### config.mk
export PLATFORM = sky130hd
export DESIGN_NAME = clip_rectangle_stack_unit
export DESIGN_NICKNAME = d
export VERILOG_FILES = /design/src/sv/crs_pkg.sv /design/src/sv/crs_ram.sv /design/src/sv/crs_geom.sv /design/src/sv/clip_rectangle_stack_unit.sv
export SDC_FILE = /design/constraint.sdc
export NUM_CORES = 2
export LEC_CHECK = 0
export BUFFER_PORTS_ARGS = -buffer_cell sky130_fd_sc_hd__buf_2
export CORE_MARGIN = 1.5
export CORE_UTILIZATION = 40
export DETAILED_ROUTE_END_ITERATION = 8
export PLACE_DENSITY_LB_ADDON = 0.15
export SLEW_MARGIN = 20
export SYNTH_ARGS = -nofsm -noshare
export SYNTH_HDL_FRONTEND = slang
export SYNTH_MEMORY_MAX_BITS = 65536
export SYNTH_SLANG_ARGS = --single-unit
### constraint.sdc
create_clock -name i_clk -period 12.9 [get_ports i_clk]
set_input_delay 2.58 -clock i_clk [delete_from_list [all_inputs] [get_ports i_clk]]
set_output_delay 2.58 -clock i_clk [all_outputs]
set_load 0.005 [all_outputs]
### src/sv/crs_pkg.sv
// Shared types and request codes for the clip rectangle stack unit.
// No dependencies; used by every module of the block but crs_ram.
package crs_pkg;

    localparam logic [2:0] REQ_PUSH      = 3'd0;
    localparam logic [2:0] REQ_PUSH_NOCL = 3'd1;
    localparam logic [2:0] REQ_POP       = 3'd2;
    localparam logic [2:0] REQ_VISIBLE   = 3'd3;
    localparam logic [2:0] REQ_CLIP_BOX  = 3'd4;

    typedef enum logic {
        ST_IDLE,
        ST_POP
    } t_state;

    typedef struct packed {
        logic [2:0]         req_type;
        logic signed [15:0] rect_x;
        logic signed [15:0] rect_y;
        logic signed [15:0] rect_w;
        logic signed [15:0] rect_h;
    } t_req;

    typedef struct packed {
        logic               clip_active;
        logic signed [15:0] clip_left;
        logic signed [15:0] clip_top;
        logic [14:0]        clip_width;
        logic [14:0]        clip_height;
        logic               visible;
        logic signed [15:0] box_left;
        logic signed [15:0] box_top;
        logic signed [15:0] box_width;
        logic signed [15:0] box_height;
        logic               box_changed;
        logic               push_dropped;
    } t_res;

    // One stack entry as it is kept in memory and in the top cache.
    typedef struct packed {
        logic               active;
        logic signed [15:0] x;
        logic signed [15:0] y;
        logic signed [15:0] w;
        logic signed [15:0] h;
    } t_entry;

    // Geometry of a box against the top clip.
    typedef struct packed {
        logic signed [15:0] x;
        logic signed [15:0] y;
        logic signed [15:0] w;
        logic signed [15:0] h;
        logic               visible;
    } t_geom;

endpackage

### src/sv/crs_ram.sv
// Generic single-port-write, single-port-read RAM with registered read data.
// No dependencies.
module crs_ram #(
    parameter int WIDTH = 65,
    parameter int DEPTH = 64
) (
    input  logic                     i_clk,
    input  logic                     i_wr_en,
    input  logic [$clog2(DEPTH)-1:0] i_wr_addr,
    input  logic [WIDTH-1:0]         i_wr_data,
    input  logic                     i_rd_en,
    input  logic [$clog2(DEPTH)-1:0] i_rd_addr,
    output logic [WIDTH-1:0]         o_rd_data
);

    logic [WIDTH-1:0] r_mem [DEPTH];
    logic [WIDTH-1:0] r_rd_data;

    always_ff @(posedge i_clk) begin
        if (i_wr_en) begin
            r_mem[i_wr_addr] <= i_wr_data;
        end
        if (i_rd_en) begin
            r_rd_data <= r_mem[i_rd_addr];
        end
    end

    assign o_rd_data = r_rd_data;

endmodule

### src/sv/crs_geom.sv
// Box-against-clip geometry: intersection with saturated size, and overlap test.
// Depends on crs_pkg for the request, entry and geometry types.
module crs_geom (
    input  crs_pkg::t_req   i_req,
    input  crs_pkg::t_entry i_clip,
    output crs_pkg::t_geom  o_geom
);

    logic signed [16:0] x_end;
    logic signed [16:0] y_end;
    logic signed [16:0] cx_end;
    logic signed [16:0] cy_end;
    logic signed [16:0] x_in;
    logic signed [16:0] y_in;
    logic signed [16:0] cx_in;
    logic signed [16:0] cy_in;
    logic signed [15:0] x1;
    logic signed [15:0] y1;
    logic signed [16:0] x2;
    logic signed [16:0] y2;
    logic signed [17:0] dw;
    logic signed [17:0] dh;

    function automatic logic signed [15:0] sat16(input logic signed [17:0] v);
        logic signed [15:0] r;
        if (v > 18'sd32767) begin
            r = 16'sh7fff;
        end else if (v < -18'sd32768) begin
            r = 16'sh8000;
        end else begin
            r = v[15:0];
        end
        return r;
    endfunction

    always_comb begin
        x_in   = $signed({i_req.rect_x[15], i_req.rect_x});
        y_in   = $signed({i_req.rect_y[15], i_req.rect_y});
        cx_in  = $signed({i_clip.x[15], i_clip.x});
        cy_in  = $signed({i_clip.y[15], i_clip.y});
        // Right and bottom edges are formed one bit wider so they never wrap.
        x_end  = x_in + $signed({i_req.rect_w[15], i_req.rect_w});
        y_end  = y_in + $signed({i_req.rect_h[15], i_req.rect_h});
        cx_end = cx_in + $signed({i_clip.w[15], i_clip.w});
        cy_end = cy_in + $signed({i_clip.h[15], i_clip.h});

        x1 = (i_req.rect_x > i_clip.x) ? i_req.rect_x : i_clip.x;
        y1 = (i_req.rect_y > i_clip.y) ? i_req.rect_y : i_clip.y;
        x2 = (x_end < cx_end) ? x_end : cx_end;
        y2 = (y_end < cy_end) ? y_end : cy_end;
        dw = $signed({x2[16], x2}) - $signed({x1[15], x1[15], x1});
        dh = $signed({y2[16], y2}) - $signed({y1[15], y1[15], y1});

        o_geom.x = x1;
        o_geom.y = y1;
        o_geom.w = sat16(dw);
        o_geom.h = sat16(dh);
        o_geom.visible = !((x_end <= cx_in) || (x_in >= cx_end) ||
                           (y_end <= cy_in) || (y_in >= cy_end));
    end

endmodule

### src/sv/clip_rectangle_stack_unit.sv
// Timing: a result word is strobed in the cycle after its request is accepted; a pop
// that uncovers a lower entry strobes once the entry memory read has returned, holding
// busy for one cycle. All other requests go at one per cycle while busy is low.
// The top entry is cached in registers, so only that pop touches the memory read port.
// Reset (synchronous) empties the stack; the entry memory is not cleared.
module clip_rectangle_stack_unit #(
    parameter int STACK_DEPTH = 64
) (
    input  logic          i_clk,
    input  logic          i_rst_n,
    input  logic          start,
    input  crs_pkg::t_req i_req,
    output logic          busy,
    output logic          o_strobe,
    output crs_pkg::t_res o_res
);

    localparam int AW = $clog2(STACK_DEPTH);
    localparam int CW = $clog2(STACK_DEPTH + 1);
    localparam int EW = $bits(crs_pkg::t_entry);

    crs_pkg::t_state r_state;
    crs_pkg::t_state n_state;
    logic [CW-1:0]   r_count;
    logic [CW-1:0]   n_count;
    crs_pkg::t_entry r_top;
    crs_pkg::t_entry n_top;
    logic            r_strobe;
    logic            n_strobe;
    crs_pkg::t_res   r_res;
    crs_pkg::t_res   n_res;

    logic            accept;
    logic            top_act;
    logic            full;
    logic            wr_en;
    logic [AW-1:0]   wr_addr;
    crs_pkg::t_entry wr_data;
    logic            rd_en;
    logic [AW-1:0]   rd_addr;
    logic [EW-1:0]   rd_data;
    crs_pkg::t_entry new_entry;
    crs_pkg::t_geom  geom;

    assign accept  = start && (r_state == crs_pkg::ST_IDLE);
    assign top_act = (r_count != '0) && r_top.active;
    assign full    = (r_count == CW'(STACK_DEPTH));
    assign wr_addr = r_count[AW-1:0];

    crs_geom u_geom (
        .i_req  (i_req),
        .i_clip (r_top),
        .o_geom (geom)
    );

    // Reads and writes never meet on one entry: a read is only issued by a pop,
    // and nothing is accepted until its data has been taken.
    crs_ram #(
        .WIDTH (EW),
        .DEPTH (STACK_DEPTH)
    ) u_ram (
        .i_clk     (i_clk),
        .i_wr_en   (wr_en),
        .i_wr_addr (wr_addr),
        .i_wr_data (wr_data),
        .i_rd_en   (rd_en),
        .i_rd_addr (rd_addr),
        .o_rd_data (rd_data)
    );

    always_comb begin
        n_state = r_state;
        case (r_state)
            crs_pkg::ST_IDLE: begin
                if (accept && (i_req.req_type == crs_pkg::REQ_POP) &&
                    (r_count > CW'(1))) begin
                    n_state = crs_pkg::ST_POP;
                end
            end
            crs_pkg::ST_POP: begin
                n_state = crs_pkg::ST_IDLE;
            end
            default: begin
                n_state = crs_pkg::ST_IDLE;
            end
        endcase
    end

    always_comb begin
        busy = (r_state == crs_pkg::ST_POP);
    end

    always_comb begin
        n_count  = r_count;
        n_top    = r_top;
        n_strobe = 1'b0;
        n_res    = '0;
        wr_en    = 1'b0;
        wr_data  = '0;
        rd_en    = 1'b0;
        rd_addr  = AW'(r_count - CW'(2));

        new_entry        = '0;
        new_entry.active = 1'b1;
        if (top_act) begin
            new_entry.x = geom.x;
            new_entry.y = geom.y;
            new_entry.w = geom.w;
            new_entry.h = geom.h;
        end else begin
            new_entry.x = i_req.rect_x;
            new_entry.y = i_req.rect_y;
            new_entry.w = i_req.rect_w;
            new_entry.h = i_req.rect_h;
        end

        case (r_state)
            crs_pkg::ST_IDLE: begin
                if (accept) begin
                    n_strobe = 1'b1;
                    case (i_req.req_type)
                        crs_pkg::REQ_PUSH, crs_pkg::REQ_PUSH_NOCL: begin
                            if (i_req.req_type == crs_pkg::REQ_PUSH_NOCL) begin
                                new_entry = '0;
                            end
                            if (full) begin
                                n_res.push_dropped = 1'b1;
                            end else begin
                                wr_en   = 1'b1;
                                wr_data = new_entry;
                                n_top   = new_entry;
                                n_count = r_count + CW'(1);
                            end
                        end
                        crs_pkg::REQ_POP: begin
                            if (r_count > CW'(1)) begin
                                // The new top comes back from memory next cycle.
                                rd_en    = 1'b1;
                                n_count  = r_count - CW'(1);
                                n_strobe = 1'b0;
                            end else if (r_count == CW'(1)) begin
                                n_count = '0;
                            end
                        end
                        crs_pkg::REQ_VISIBLE: begin
                            n_res.visible = top_act ? geom.visible : 1'b1;
                        end
                        crs_pkg::REQ_CLIP_BOX: begin
                            if (top_act) begin
                                n_res.box_left    = geom.x;
                                n_res.box_top     = geom.y;
                                n_res.box_width   = geom.w;
                                n_res.box_height  = geom.h;
                                n_res.box_changed = (geom.x != i_req.rect_x) ||
                                                    (geom.y != i_req.rect_y) ||
                                                    (geom.w != i_req.rect_w) ||
                                                    (geom.h != i_req.rect_h);
                            end else begin
                                n_res.box_left   = i_req.rect_x;
                                n_res.box_top    = i_req.rect_y;
                                n_res.box_width  = i_req.rect_w;
                                n_res.box_height = i_req.rect_h;
                            end
                        end
                        default: begin
                        end
                    endcase
                end
            end
            crs_pkg::ST_POP: begin
                n_top    = crs_pkg::t_entry'(rd_data);
                n_strobe = 1'b1;
            end
            default: begin
            end
        endcase

        // Every result word reports the clip that applies after the request.
        if ((n_count != '0) && n_top.active) begin
            n_res.clip_active = 1'b1;
            n_res.clip_left   = n_top.x;
            n_res.clip_top    = n_top.y;
            n_res.clip_width  = (n_top.w > 16'sd0) ? n_top.w[14:0] : '0;
            n_res.clip_height = (n_top.h > 16'sd0) ? n_top.h[14:0] : '0;
        end
    end

    always_ff @(posedge i_clk) begin
        if (!i_rst_n) begin
            r_state  <= crs_pkg::ST_IDLE;
            r_count  <= '0;
            r_strobe <= 1'b0;
        end else begin
            r_state  <= n_state;
            r_count  <= n_count;
            r_strobe <= n_strobe;
        end
    end

    always_ff @(posedge i_clk) begin
        r_top <= n_top;
        r_res <= n_res;
    end

    assign o_strobe = r_strobe;
    assign o_res    = r_res;

endmodule

==> Word-level counts from Yosys, hierarchy flattened <==
Memory sizes are Yosys's and may differ from the RTL's. A register that Yosys moved wholly into a read port is not among the register bits.
Cells that the tools add are included.
{ "classes": {"add_sub_neg": 9, "magnitude_cmp": 15, "eq_ne": 10, "n_mux": 45, "bitwise_logic": 6, "reduce_logical": 22} }
{ "ops": {"columns": ["operator", "n"], "rows": [
  ["65-bit two-way mux", 8],
  ["65-bit case mux with 2 select lines", 1],
  ["16-bit two-way mux", 6],
  ["16-bit by 16-bit adder with 17-bit output", 4],
  ["64-bit two-way mux", 1],
  ["16-bit != test", 4],
  ["63-bit two-way mux", 1],
  ["18-bit by 16-bit greater-than comparator with 1-bit output, second input constant", 2],
  ["18-bit by 16-bit < comparator with 1-bit output, second input constant", 2],
  ["17-bit by 16-bit subtractor with 18-bit output", 2],
  ["7-bit two-way mux", 5],
  ["16-bit by 17-bit greater-or-equal comparator with 1-bit output", 2],
  ["17-bit by 16-bit less-or-equal comparator with 1-bit output", 2],
  ["17-bit < comparator", 2],
  ["17-bit two-way mux", 2],
  ["16-bit by 1-bit greater-than comparator with 1-bit output, second input constant", 2],
  ["16-bit greater-than comparator", 2],
  ["15-bit two-way mux", 2],
  ["1-bit two-way mux", 16],
  ["7-bit case mux with 2 select lines", 1],
  ["7-bit nonzero test", 2],
  ["3-bit OR reduction", 3],
  ["7-bit by 1-bit adder with 7-bit output, second input constant", 1],
  ["7-bit by 1-bit equality test with 1-bit output, second input constant", 1],
  ["other kinds (16)", 33]
]} }
{ "word_totals": {"register_bits": 204, "ramBits": 4160, "out_inout_bits": 132, "wordCells": 128, "memories": 1} }
{ "mem_list": {"columns": ["memory", "words", "width", "read_ports", "rd_ports_with_merged_regs", "wr", "line_no", "text"], "rows": [
  ["u_ram.r_mem", 64, 65, 1, 1, 1, "crs_ram.sv:16", "logic [WIDTH-1:0] r_mem [DEPTH];"]
]} }

==> Longest topological paths before layout <==
{ "depth": {"ltp_word": 16, "ltp_mapped": 39} }

==> By module <==
A second synthesis with hierarchy kept.
{ "unflattened": {"hier_cells": 8718, "area_unflattened_um2": 177108.6} }
{ "by_module_without_submodules": {"columns": ["mod", "n_inst", "cells_per_inst", "area_per_inst_um2", "seq_area_each_um2"], "rows": [
  ["crs_ram", 1, 6606, 158981.2, 126871.7],
  ["crs_geom", 1, 1196, 9182.6, 0.0],
  ["clip_rectangle_stack_unit", 1, 916, 8944.8, 4083.9]
]} }

==> Worst setup path before layout <==
No wires, ideal clock.
{ "synth_path": {"path_kind": "input to register", "start": "input port i_req[0] in the netlist's numbering", "end": "memory u_ram.r_mem[0][7] (data pin)", "setup_time_ns": 0.731, "t_arrival_ns": 11.092, "required_time_ns": 12.169, "setup_slack_ns": 1.076, "stages": 28, "path_buffers": 1, "cell_sequence": "ha_1 -> inv_1 -> fa_1 -> nor2b_1 -> o21ai_1 -> a21boi_1 -> o21ai_0 -> a221oi_2 -> nor2_1 -> ha_1 -> a211o_1 -> o32a_1 -> maj3_1 -> maj3_1 -> a2111oi_2 -> nor2_1 -> mux2i_1 -> ha_1 -> fa_1 -> nor2b_1 -> o31ai_4 -> a31oi_2 -> a41oi_2 -> xnor2_1 -> o31a_1 -> buf_2 -> nor2_1 -> a211oi_1"} }
{ "synth_between": {"elab_chain_len": 13, "elab_cells_between_ends": 14, "classes_between": "2 x add/sub; 3 x order compare; 9 x mux"} }
{ "synth_rtl": {"columns": ["item", "line_no", "text"], "rows": [
  ["start: declaration", "clip_rectangle_stack_unit.sv:12", "input crs_pkg::t_req i_req,"],
  ["16-bit by 16-bit adder with 17-bit output *", "crs_geom.sv:43", "y_end = y_in + $signed({i_req.rect_h[15], i_req.rect_h});"],
  ["17-bit < comparator", "crs_geom.sv:50", "y2 = (y_end < cy_end) ? y_end : cy_end;"],
  ["17-bit two-way mux *", "crs_geom.sv:50", null],
  ["17-bit by 16-bit subtractor with 18-bit output *", "crs_geom.sv:52", "dh = $signed({y2[16], y2}) - $signed({y1[15], y1[15], y1});"],
  ["18-bit by 16-bit < comparator with 1-bit output", "crs_geom.sv:28", "end else if (v < -18'sd32768) begin"],
  ["16-bit two-way mux", "crs_geom.sv:28", null],
  ["16-bit two-way mux *", "crs_geom.sv:26", "if (v > 18'sd32767) begin"],
  ["64-bit two-way mux *", "clip_rectangle_stack_unit.sv:105", "if (top_act) begin"],
  ["65-bit two-way mux *", "clip_rectangle_stack_unit.sv:123", "if (i_req.req_type == crs_pkg::REQ_PUSH_NOCL) begin"],
  ["65-bit two-way mux *", "clip_rectangle_stack_unit.sv:126", "if (full) begin"],
  ["65-bit two-way mux *", "clip_rectangle_stack_unit.sv:121", "case (i_req.req_type)"],
  ["65-bit two-way mux *", "clip_rectangle_stack_unit.sv:119", "if (accept) begin"],
  ["65-bit two-way mux *", "clip_rectangle_stack_unit.sv:117", "case (r_state)"],
  ["net u_ram.i_wr_data[7]", "crs_ram.sv:10", "input logic [WIDTH-1:0] i_wr_data,"],
  ["end: declaration", "crs_ram.sv:16", null]
]} }
The timed path passes the listed nets; every way through them passes the cells marked *.

==> Worst setup path in the final report <==
{ "layout_path": {"start": "input port i_req[16] in the netlist's numbering", "end": "memory u_ram.r_mem[42][27] (data pin)"} }
{ "layout_between": {"elab_chain_len": 13, "elab_cells_between_ends": 14, "classes_between": "2 x add/sub; 3 x order compare; 9 x mux"} }
{ "layout_rtl": {"columns": ["item", "line_no", "text"], "rows": [
  ["16-bit by 16-bit adder with 17-bit output *", "crs_geom.sv:42", "x_end = x_in + $signed({i_req.rect_w[15], i_req.rect_w});"],
  ["17-bit < comparator", "crs_geom.sv:49", "x2 = (x_end < cx_end) ? x_end : cx_end;"],
  ["17-bit two-way mux *", "crs_geom.sv:49", null],
  ["17-bit by 16-bit subtractor with 18-bit output *", "crs_geom.sv:51", "dw = $signed({x2[16], x2}) - $signed({x1[15], x1[15], x1});"],
  ["18-bit by 16-bit < comparator with 1-bit output", "crs_geom.sv:28", null],
  ["16-bit two-way mux", "crs_geom.sv:28", null],
  ["16-bit two-way mux *", "crs_geom.sv:26", null],
  ["64-bit two-way mux *", "clip_rectangle_stack_unit.sv:105", null],
  ["65-bit two-way mux *", "clip_rectangle_stack_unit.sv:123", null],
  ["65-bit two-way mux *", "clip_rectangle_stack_unit.sv:126", null],
  ["65-bit two-way mux *", "clip_rectangle_stack_unit.sv:121", null],
  ["65-bit two-way mux *", "clip_rectangle_stack_unit.sv:119", null],
  ["65-bit two-way mux *", "clip_rectangle_stack_unit.sv:117", null],
  ["net u_ram.i_wr_data[27]", "crs_ram.sv:10", null]
]} }
Marks and branches as above.

==> impl_results.md <==
* Clk root buf: clkbuf_16
* Residual DRC count at 0
* Die area at 445000 um2
* Adder-cell share of the synthesized area at 1.72%
* Worst-Skew Late Latency at 1.04 ns
* Synth-to-Final Area Change at 14.8%
* Worst clock skew at 0.0942 ns
* CTS tree: yes
* Leakage at 64.5 nW
* Core Area at 438000 um2
* Worst Hold Class: reg2reg
* Least-Margin Pin Slew at 1.23 ns
* Synth area leader: edfxtp_1
* Detail Route Antenna Nets at 0
* Unique cell type count in the Yosys netlist at 82
* Post-layout util at 46.2%
* Clock-pin transition on the worst setup and hold timing paths at 0.06 ns
* Peak VDD IR at 0.137 mV
* PortBufs at 201
* Max-slew violations at 0
* CTS buffer count at 454
* Initial Util at 40.2%
* Gpl congestion at 0.902
* Hold Vio Cnt, Final at 0
* Post-Synth XOR/XNOR Area at 0.576%
* CP max-delay cell: o21ai_1
* Outcome: finished, final reports clean
* Slew headroom at 18.3%
* Sequential-to-total area share from yosys stat at 74.2%
* Synth Register Bits at 4429
* Final setup vio count at 0
* Routed len/inst at 38.4 um
* Antenna violations before repair at 57
* Die extent in x at 667 um
* RSZ-0062 raised after global routing: false
* Post-Syn Nets at 8492
* DPL Wire Length at 323000 um
* Post-CTS setup buffer count at 0
* Most frequent cell after synthesis: edfxtp_1
* Die Y-Extent at 667 um
* Share of cells above drive strength 1 at 30.0%
* Post-CTS sizing at 0
* First-pass GRT wire length at 781000 um
* Synth Flop Type: edfxtp_1
* Post-synthesis compound-gate area fraction at 2.44%
* Detailed Routing Iterations Pass 1 at 6
* Synth Area per Inst at 21.5 um2
* Critical Path Most Common Cell: o21ai_0
* Congestion Overflow GR at 0
* Mux cell area share after synthesis at 17.8%
* Fmax at 0.0941 GHz
* Top-area cell type share of the netlist area at 71.9%
* Nets at 9087
* Min Clock Period, post-route at 10.62 ns
* Clock sinks at 4429
* Clock tree buffer depth at 4
* Post-Syn Area at 176000 um2
* Max H-tree Level at 5
* CP peak stage delay at 0.66 ns
* Startpoint types: input port
* Total GRT Usage at 25.7%
* Yosys warns at 0
* Max cap viols at 0
* CP Data Required Time at 13.63 ns
* Largest net degree at the start of global routing at 117
* Site Rows at 243
* Post-synthesis simple-gate area fraction at 2.11%
* Cells after synthesis at 8187
* Largest family of logic cells by synthesized area: multiplexers
* Total wire length at 578000 um
* Detailed Route Iter0 Violations at 13000
* Synth top area cells: edfxtp_1, mux4_2, dfxtp_1, ha_1, nor2_1
* Critical Path AT at 11.36 ns
* Crit Path Class: in2reg
* Final setup TNS at 0 ns
* Post-synthesis async set-or-reset flop share at 0%
* Final period util at 82.4%
* Number of flops mapped to enable cells by yosys at 4225
* Via count at 91700
* Hold_buf cts at 0
* CP Max Fanout at 64
* Num ports at 202
* Pwr/cell area at 167 nW/um2
* Setup crit end kind: register
* Vias in the first global route at 90000
* Post-synth top cells: edfxtp_1, mux4_2, nor2_1, clkbuf_1, ha_1
* Number of vias per cell at 6.10
power breakdown:
part	internal (mW)	total [mW]	switching (mW)
Sequential	15.7	15.7	0.0965
Combinational	1.75	4.92	3.17
Clock	7.55	13.1	5.59
Total	24.9	33.8	8.85
layout make-up:
| cell class | instances | area [um2] |
|---|---|---|
| clock buffer | 578 | 12200 |
| clock inverter | 249 | 2620 |
| tap | 5880 | 7360 |
| sequential | 4429 | 131000 |
| multi-input combinational | 3249 | 44700 |
| fill | 36400 | 236000 |
| timing repair buffer | 533 | 4210 |
| antenna | 14 | 35.0 |
| inverter | 115 | 432 |
per-layer routing:
layer  routed length (um)  track usage [%]
met3                46900             4.16
met2               276000             41.3
met5                   60                0
met4                11600             4.98
met1               243000             37.2
through the flow:
| stage | total power, mW | cell area (um2) | setup WS (ns) | hold WS [ns] | cells |
|---|---|---|---|---|---|
| 6_report | 33.8 | 202000 | 2.28 | 0.482 | 15000 |
| 5_1_grt | 34.9 | 202000 | 1.76 | 0.508 | 15000 |
| 4_1_cts | 33.9 | 202000 | 2.30 | 0.483 | 15000 |
| 3_5_place_dp | 20.9 | 187000 | 1.29 | 0.467 | 14200 |
| 3_3_place_gp | 20.9 | 187000 | 1.20 | 0.468 | 14200 |
| 2_1_floorplan | 19.3 | 176000 | 1.08 | 0.435 | 8187 |
worst paths after layout:
path                                          start                   to  slack (ns)  cells after the start
worst max-delay path                      i_req[16]  u_ram.r_mem[42][27]        2.28                     32
worst min register to register  u_ram.o_rd_data[64]            r_top[64]        0.48                      2
worst min-delay path            u_ram.o_rd_data[64]            r_top[64]        0.48                      2
worst max register to register            r_top[48]  u_ram.r_mem[42][27]        3.00                     32
flip-flops by register name, indices dropped and copies added (netlist names):
register         flops
o_res              130
r_count              7
u_ram.o_rd_data     65
u_ram.r_mem       4160
o_strobe             1
busy                 1
r_top               65
placed cells by master (no fill, tap or decap), types with 30 or more instances in the layout:
cell type / instances
a211oi_1: 33
a21o_1: 39
a21oi_1: 189
and2_1: 42
buf_12: 38
buf_2: 201
buf_4: 282
bufinv_16: 45
clkbuf_1: 99
clkbuf_16: 464
clkinv_1: 87
clkinv_2: 76
dfxtp_1: 201
edfxtp_1: 4225
ha_1: 228
inv_1: 114
mux2i_1: 64
mux4_2: 1365
nand2_1: 106
nand3_1: 41
nand4_1: 30
nor2_1: 236
nor2_4: 118
nor2b_1: 62
nor3_1: 31
o21ai_0: 132
o22ai_1: 45
xnor2_1: 72
xor2_1: 41
kinds of logic (layout without fill, tap and decap cells):
group,Yosys count,after routing
other,0,14
muxes,1433,1433
DFF,4429,4429
and+or+nand+nor,784,784
AOI/OAI and AO/OA,676,676
adders and majority gates,240,240
xor gates and xnor gates,116,116
buffers and inverters,509,1475
worst max-delay path: cells and delay by family:
| kind | cells | cell delay (ns) |
|---|---|---|
| and+or+nand+nor | 7 | 1.64 |
| buffers and inverters | 4 | 1.01 |
| AOI/OAI and AO/OA | 15 | 3.98 |
| adders and majority gates | 5 | 1.75 |
| xor gates and xnor gates | 1 | 0.34 |
(Power assumes the default switching activity.)
